===== src/hdl/vna_pkg.sv =====
// Shared types and constants of the vertex normal accumulator.
package vna_pkg;

  localparam int VERTEX_COUNT = 1024;
  localparam int IDX_W = 10;
  localparam int CRD_W = 16;
  localparam int SUM_W = 48;
  localparam int FACE_W = 36;
  localparam int SQ_W = 96;
  localparam int ROOT_W = 130;
  localparam int RES_BITS = 15;
  localparam int CNT_W = 6;
  localparam int SQ_LAST = 47;
  localparam int MUL_LAST = 5;
  localparam int RES_TOP = 14;

  localparam logic [1:0] ACT_LOAD = 2'd0;
  localparam logic [1:0] ACT_TRI = 2'd1;
  localparam logic [1:0] ACT_QUERY = 2'd2;

  typedef enum logic [4:0] {
    OP_NONE,
    OP_CAPTURE,
    OP_CLR,
    OP_LOAD,
    OP_TRD,
    OP_TGET,
    OP_MUL,
    OP_ACC,
    OP_SRD,
    OP_SWR,
    OP_QRD,
    OP_QGET,
    OP_SQI,
    OP_SQS,
    OP_SQE,
    OP_RTI,
    OP_RTA,
    OP_RTB,
    OP_RTE,
    OP_OUTO,
    OP_OUTF
  } op_t;

  typedef struct packed {
    op_t op;
    logic [CNT_W-1:0] cnt;
    logic [1:0] comp;
    logic [IDX_W-1:0] clr_idx;
  } cmd_t;

  typedef struct packed {
    logic touched;
    logic len2_zero;
  } status_t;

endpackage


===== src/hdl/vna_ctrl.sv =====
// Sequencer that steps the datapath through load, triangle and query work.
module vna_ctrl (
  input  logic clk,
  input  logic rst_n,
  input  logic start,
  input  logic [1:0] in_action,
  input  vna_pkg::status_t sts,
  output logic busy,
  output vna_pkg::cmd_t cmd
);

  typedef enum logic [20:0] {
    S_CLR  = 21'h000001,
    S_IDLE = 21'h000002,
    S_LOAD = 21'h000004,
    S_TRD  = 21'h000008,
    S_TGET = 21'h000010,
    S_MUL  = 21'h000020,
    S_ACC  = 21'h000040,
    S_SRD  = 21'h000080,
    S_SWR  = 21'h000100,
    S_QRD  = 21'h000200,
    S_QGET = 21'h000400,
    S_SQI  = 21'h000800,
    S_SQS  = 21'h001000,
    S_SQE  = 21'h002000,
    S_CHK  = 21'h004000,
    S_RTI  = 21'h008000,
    S_RTA  = 21'h010000,
    S_RTB  = 21'h020000,
    S_RTE  = 21'h040000,
    S_OUTO = 21'h080000,
    S_OUTF = 21'h100000
  } state_t;

  state_t state_r, state_nxt;
  logic [vna_pkg::CNT_W-1:0] cnt_r, cnt_nxt;
  logic [1:0] comp_r, comp_nxt;
  logic [vna_pkg::IDX_W-1:0] clr_r, clr_nxt;
  vna_pkg::op_t op;

  always_ff @(posedge clk) begin
    if (!rst_n) begin
      state_r <= S_CLR;
      cnt_r <= '0;
      comp_r <= '0;
      clr_r <= '0;
    end else begin
      state_r <= state_nxt;
      cnt_r <= cnt_nxt;
      comp_r <= comp_nxt;
      clr_r <= clr_nxt;
    end
  end

  always_comb begin
    state_nxt = state_r;
    cnt_nxt = cnt_r;
    comp_nxt = comp_r;
    clr_nxt = clr_r;
    op = vna_pkg::OP_NONE;
    case (state_r)
      S_CLR: begin
        op = vna_pkg::OP_CLR;
        clr_nxt = clr_r + 1'b1;
        if (clr_r == vna_pkg::IDX_W'(vna_pkg::VERTEX_COUNT - 1)) state_nxt = S_IDLE;
      end
      S_IDLE: begin
        if (start) begin
          op = vna_pkg::OP_CAPTURE;
          comp_nxt = '0;
          cnt_nxt = '0;
          case (in_action)
            vna_pkg::ACT_LOAD: state_nxt = S_LOAD;
            vna_pkg::ACT_TRI: state_nxt = S_TRD;
            vna_pkg::ACT_QUERY: state_nxt = S_QRD;
            default: state_nxt = S_IDLE;
          endcase
        end
      end
      S_LOAD: begin
        op = vna_pkg::OP_LOAD;
        state_nxt = S_IDLE;
      end
      S_TRD: begin
        op = vna_pkg::OP_TRD;
        state_nxt = S_TGET;
      end
      S_TGET: begin
        op = vna_pkg::OP_TGET;
        if (comp_r == 2'd2) begin
          cnt_nxt = '0;
          state_nxt = S_MUL;
        end else begin
          comp_nxt = comp_r + 1'b1;
          state_nxt = S_TRD;
        end
      end
      S_MUL: begin
        op = vna_pkg::OP_MUL;
        state_nxt = S_ACC;
      end
      S_ACC: begin
        op = vna_pkg::OP_ACC;
        if (cnt_r == vna_pkg::CNT_W'(vna_pkg::MUL_LAST)) begin
          comp_nxt = '0;
          state_nxt = S_SRD;
        end else begin
          cnt_nxt = cnt_r + 1'b1;
          state_nxt = S_MUL;
        end
      end
      S_SRD: begin
        op = vna_pkg::OP_SRD;
        state_nxt = S_SWR;
      end
      S_SWR: begin
        op = vna_pkg::OP_SWR;
        if (comp_r == 2'd2) begin
          state_nxt = S_IDLE;
        end else begin
          comp_nxt = comp_r + 1'b1;
          state_nxt = S_SRD;
        end
      end
      S_QRD: begin
        op = vna_pkg::OP_QRD;
        state_nxt = S_QGET;
      end
      S_QGET: begin
        op = vna_pkg::OP_QGET;
        comp_nxt = '0;
        state_nxt = sts.touched ? S_SQI : S_OUTO;
      end
      S_SQI: begin
        op = vna_pkg::OP_SQI;
        cnt_nxt = '0;
        state_nxt = S_SQS;
      end
      S_SQS: begin
        op = vna_pkg::OP_SQS;
        cnt_nxt = cnt_r + 1'b1;
        if (cnt_r == vna_pkg::CNT_W'(vna_pkg::SQ_LAST)) state_nxt = S_SQE;
      end
      S_SQE: begin
        op = vna_pkg::OP_SQE;
        if (comp_r == 2'd2) begin
          state_nxt = S_CHK;
        end else begin
          comp_nxt = comp_r + 1'b1;
          state_nxt = S_SQI;
        end
      end
      S_CHK: begin
        comp_nxt = '0;
        state_nxt = sts.len2_zero ? S_OUTF : S_RTI;
      end
      S_RTI: begin
        op = vna_pkg::OP_RTI;
        cnt_nxt = vna_pkg::CNT_W'(vna_pkg::RES_TOP);
        state_nxt = S_RTA;
      end
      S_RTA: begin
        op = vna_pkg::OP_RTA;
        state_nxt = S_RTB;
      end
      S_RTB: begin
        op = vna_pkg::OP_RTB;
        if (cnt_r == '0) begin
          state_nxt = S_RTE;
        end else begin
          cnt_nxt = cnt_r - 1'b1;
          state_nxt = S_RTA;
        end
      end
      S_RTE: begin
        op = vna_pkg::OP_RTE;
        if (comp_r == 2'd2) begin
          state_nxt = S_OUTF;
        end else begin
          comp_nxt = comp_r + 1'b1;
          state_nxt = S_RTI;
        end
      end
      S_OUTO: begin
        op = vna_pkg::OP_OUTO;
        state_nxt = S_IDLE;
      end
      S_OUTF: begin
        op = vna_pkg::OP_OUTF;
        state_nxt = S_IDLE;
      end
      default: state_nxt = S_IDLE;
    endcase
  end

  assign busy = (state_r != S_IDLE);
  assign cmd.op = op;
  assign cmd.cnt = cnt_r;
  assign cmd.comp = comp_r;
  assign cmd.clr_idx = clr_r;

endmodule


===== config.mk =====
export PLATFORM = sky130hd
export DESIGN_NAME = vna_ctrl
export DESIGN_NICKNAME = d
export VERILOG_FILES = /design/src/hdl/vna_pkg.sv /design/src/hdl/vna_ctrl.sv
export SDC_FILE = /design/constraint.sdc
export NUM_CORES = 1
export LEC_CHECK = 0
export BUFFER_PORTS_ARGS = -buffer_cell sky130_fd_sc_hd__buf_2
export CAP_MARGIN = 20
export CORE_ASPECT_RATIO = 0.5
export CORE_MARGIN = 2
export CORE_UTILIZATION = 63
export DETAILED_ROUTE_END_ITERATION = 6
export PLACE_DENSITY = 0.85
export SYNTH_ARGS = -nofsm -noshare
export SYNTH_HDL_FRONTEND = slang
export SYNTH_SLANG_ARGS = --single-unit

===== constraint.sdc =====
create_clock -name clk -period 6.7 [get_ports clk]
set_input_delay 1.34 -clock clk [delete_from_list [all_inputs] [get_ports clk]]
set_output_delay 1.34 -clock clk [all_outputs]
set_load 0.005 [all_outputs]

==> run_results.csv <==
group,metric,value,unit
outcome,status,"finished clean",
die,initial_core_util,67.2,%
cts,post_cts_resized,0,
die,die_w,96.4,microns
setup_path,critPathCaptureType,"output pin",
sta,relSlewSlack,28.3,%
cells_and_area,fin_area,2930,sq um
synthesis,yosys.area_share.simple,40.0,%
synthesis,synth-seq-cells,39,
synthesis,ys_async_sr_fraction,0,%
setup_path,path_max_fanout,14,
route,drt_first_iter_violations,413,
placement,pre_cts_ws,2.85,ns
route,via_count,2910,
synthesis,synth_edf_count,0,
cells_and_area,final_common_cell,"dfxtp_1",
setup_path,critPathRequiredTime,5.36,ns
sta,period_share,62.9,%
setup_path,worst-path-buf-inv,1,
power_and_ir_drop,p_leak,1.16,nW
hold_path,hold_path.class,"flip-flop to flip-flop",
synthesis,syn-instance-count,340,
sta,setup_ws,2.48,ns
cts,cts_buffer_depth,2,
synthesis,synthMuxAreaShare,1.49,%
grt,grt_pass1_wl,13200,microns
cells_and_area,final-seq-area,781,sq um
synthesis,synth_cell_types,64,
cts,cts.clk_slew.worst_paths,0.09,ns
synthesis,ys_seq_area_share,29.0,%
cells_and_area,diodes,0,
cts,post-cts-setup-buffer-count,0,
placement,hpwl,6210,microns
cts,clock_latency,0.31,ns
run,max_cap_violations,0,
synthesis,synth.cell_area,2690,sq um
cts,cts_sinks,39,
synthesis,yosys.area_share.xor_xnor,5.21,%
setup_path,crit_arrival,2.88,ns
route,drtPass1Iterations,5,
grt,grt_start_max_net_pins,18,
setup_path,worstSetupStartpoint,"state_r[18]",
setup_path,r2r_start,"state_r[14]",
sta,grt_setup_unrepaired,"no",
placement,gp_congestion,1.07,
setup_path,slowest_stage,"a2111oi_0",
setup_path,ff2ff_setup_slack,2.99,ns
cells_and_area,syn2layout_area_growth,8.84,%
setup_path,cp_slowest_stage_delay,0.72,ns
grt,grtUsageTotal,36.4,%
sta,tightest_slew,1.05,ns
synthesis,synthAdderAreaFrac,3.53,%
setup_path,start_kind,"flip-flop",
cts,numCtsBuffers,5,
cts,clockRootBuffer,"clkbuf_8",
die,die_area,4840,sq um
cells_and_area,multi_input_area,1780,sq um
route,wl_per_cell,20.4,microns
cells_and_area,fillers,309,
route,viasPerCell,7.03,
grt,antenna_found_initial,0,
synthesis,synth_compound_area_share,15.9,%
cts,holdBufCountCts,0,
sta,setup_tns,0,ns
sta,whs,0.509,ns
die,die-height,50.2,microns
cells_and_area,drive_gt1_share,16.7,%
cells_and_area,mostFrequentLayoutCells,"dfxtp_1 (39), nand2_1 (31), buf_2 (30)",
power_and_ir_drop,power_density,190,nW/um^2
cts,cts_max_level,2,
setup_path,path_cells,"nor4_2, nand3_1, nor3_1, and4b_1, a2111oi_0, o211ai_1, buf_2",
die,coreArea,4000,sq um
cts,tritoncts,"done",
route,ant_nets,0,
grt,gr-total-overflow,0,
grt,grt_pass1_vias,2641,
synthesis,synth-main-ff-cell,"dfxtp_1",
route,wirelength,8460,microns
synthesis,synth.net_count,354,
sta,final_hold_viol_count,0,
die,placement_rows,16,
hold_path,hp-start,"comp_r[1]",
synthesis,synth_area_per_cell,7.91,sq um
sta,setup_viol,0,
placement,postPlaceCellArea,2820,sq um
synthesis,synth_top_family_by_area,"simple AND/OR/NAND/NOR gates",
synthesis,yosysWarnings,0,
sta,slew_violations,0,
power_and_ir_drop,peakVddDrop,0.000141,V
placement,port-buffer-count,30,
setup_path,critical_path_class,"flip-flop to output pin",
route,drc_errors,0,
setup_path,critical_path.top_delay_family,"simple AND/OR/NAND/NOR gates",
sta,clock.fmax,237,MHz
sta,clock_skew,0.0140,ns
cells_and_area,fin_nets,373,
die,ios,31,
sta,period_needed,4.22,ns
worst min-delay path: stages (launching register included):
cell and delay (ns):
dfxtp_1 0.33, nand4_1 0.07, o31ai_1 0.06
through the flow:
| step | util, % | total power (W) | std cells |
|---|---|---|---|
| 2_1_floorplan | - | 0.000322 | 340 |
| 3_3_place_gp | 70.3 | 0.000348 | 406 |
| 3_5_place_dp | 70.3 | 0.000353 | 406 |
| 4_1_cts | 73.1 | 0.000550 | 414 |
| 5_1_grt | 73.1 | 0.000573 | 414 |
| 6_report | 73.1 | 0.000558 | 414 |
layout make-up:
class	instances	area share (%)
clock buffers	5	2.35
clock inverters	3	1.50
inverters	10	1.28
multi-input cells	273	60.8
flip-flops and latches	39	26.7
well taps	54	2.31
repair buffers	30	5.13
path summary, 6_finish.rpt:
check / to / cells past startpoint
worst max-delay path: cmd[18] / 7
worst min-delay path: comp_r[1] / 2
worst min register to register: comp_r[1] / 2
worst max register to register: cnt_r[5] / 10
synth_stat cells (all sizes together), types with 4 or more instances:
| library cell | number | share of area, % |
|---|---|---|
| nor2 | 29 | 4.0 |
| nor4 | 21 | 7.0 |
| nand3 | 18 | 3.5 |
| nand2 | 31 | 4.3 |
| ha | 6 | 2.8 |
| nand4 | 10 | 2.6 |
| o211ai | 6 | 1.7 |
| or3 | 13 | 3.0 |
| o21ai | 11 | 2.0 |
| buf | 12 | 2.6 |
| clkbuf | 6 | 0.88 |
| dfxtp | 39 | 29 |
| inv | 9 | 1.3 |
| a21oi | 12 | 2.2 |
| xor2 | 8 | 2.6 |
| xnor2 | 8 | 2.6 |
| and3 | 4 | 0.98 |
| nor3 | 29 | 5.6 |
| mux2i | 4 | 1.5 |
| or4 | 8 | 2.4 |
layer usage:
| layer | routed length, microns | global-route usage (%) | share of wire [%] | vias to the layer above |
|---|---|---|---|---|
| met2 | 3630 | 58.2 | 43 | 212 |
| met5 | 0 | 0 | 0 | - |
| met3 | 1170 | 12.2 | 14 | 32 |
| li1 | - | - | - | 1334 |
| met1 | 3470 | 48.3 | 41 | 1332 |
| met4 | 181 | 7.28 | 2.1 | 0 |
power breakdown:
group          internal [W]  switching [W]  total, W
Combinational     0.0000363      0.0000648  0.000101
Sequential         0.000239      0.0000114  0.000250
Clock              0.000111      0.0000952  0.000206
state kept, by name, indices dropped and copies added (netlist names):
register  cells
cnt_r         6
comp_r        2
state_r      21
clr_r        10
logic make-up (layout without fill, tap and decap cells):
| group | after synthesis | after routing |
|---|---|---|
| flip-flops | 39 | 39 |
| XOR/XNOR | 16 | 16 |
| AO/OA/AOI/OAI | 61 | 61 |
| adder cells (fa/ha/maj) | 7 | 7 |
| buffers and inverters | 28 | 48 |
| multiplexers | 4 | 4 |
| AND/OR/NAND/NOR | 185 | 185 |
No activity file was read; power rests on OpenSTA's default activity.
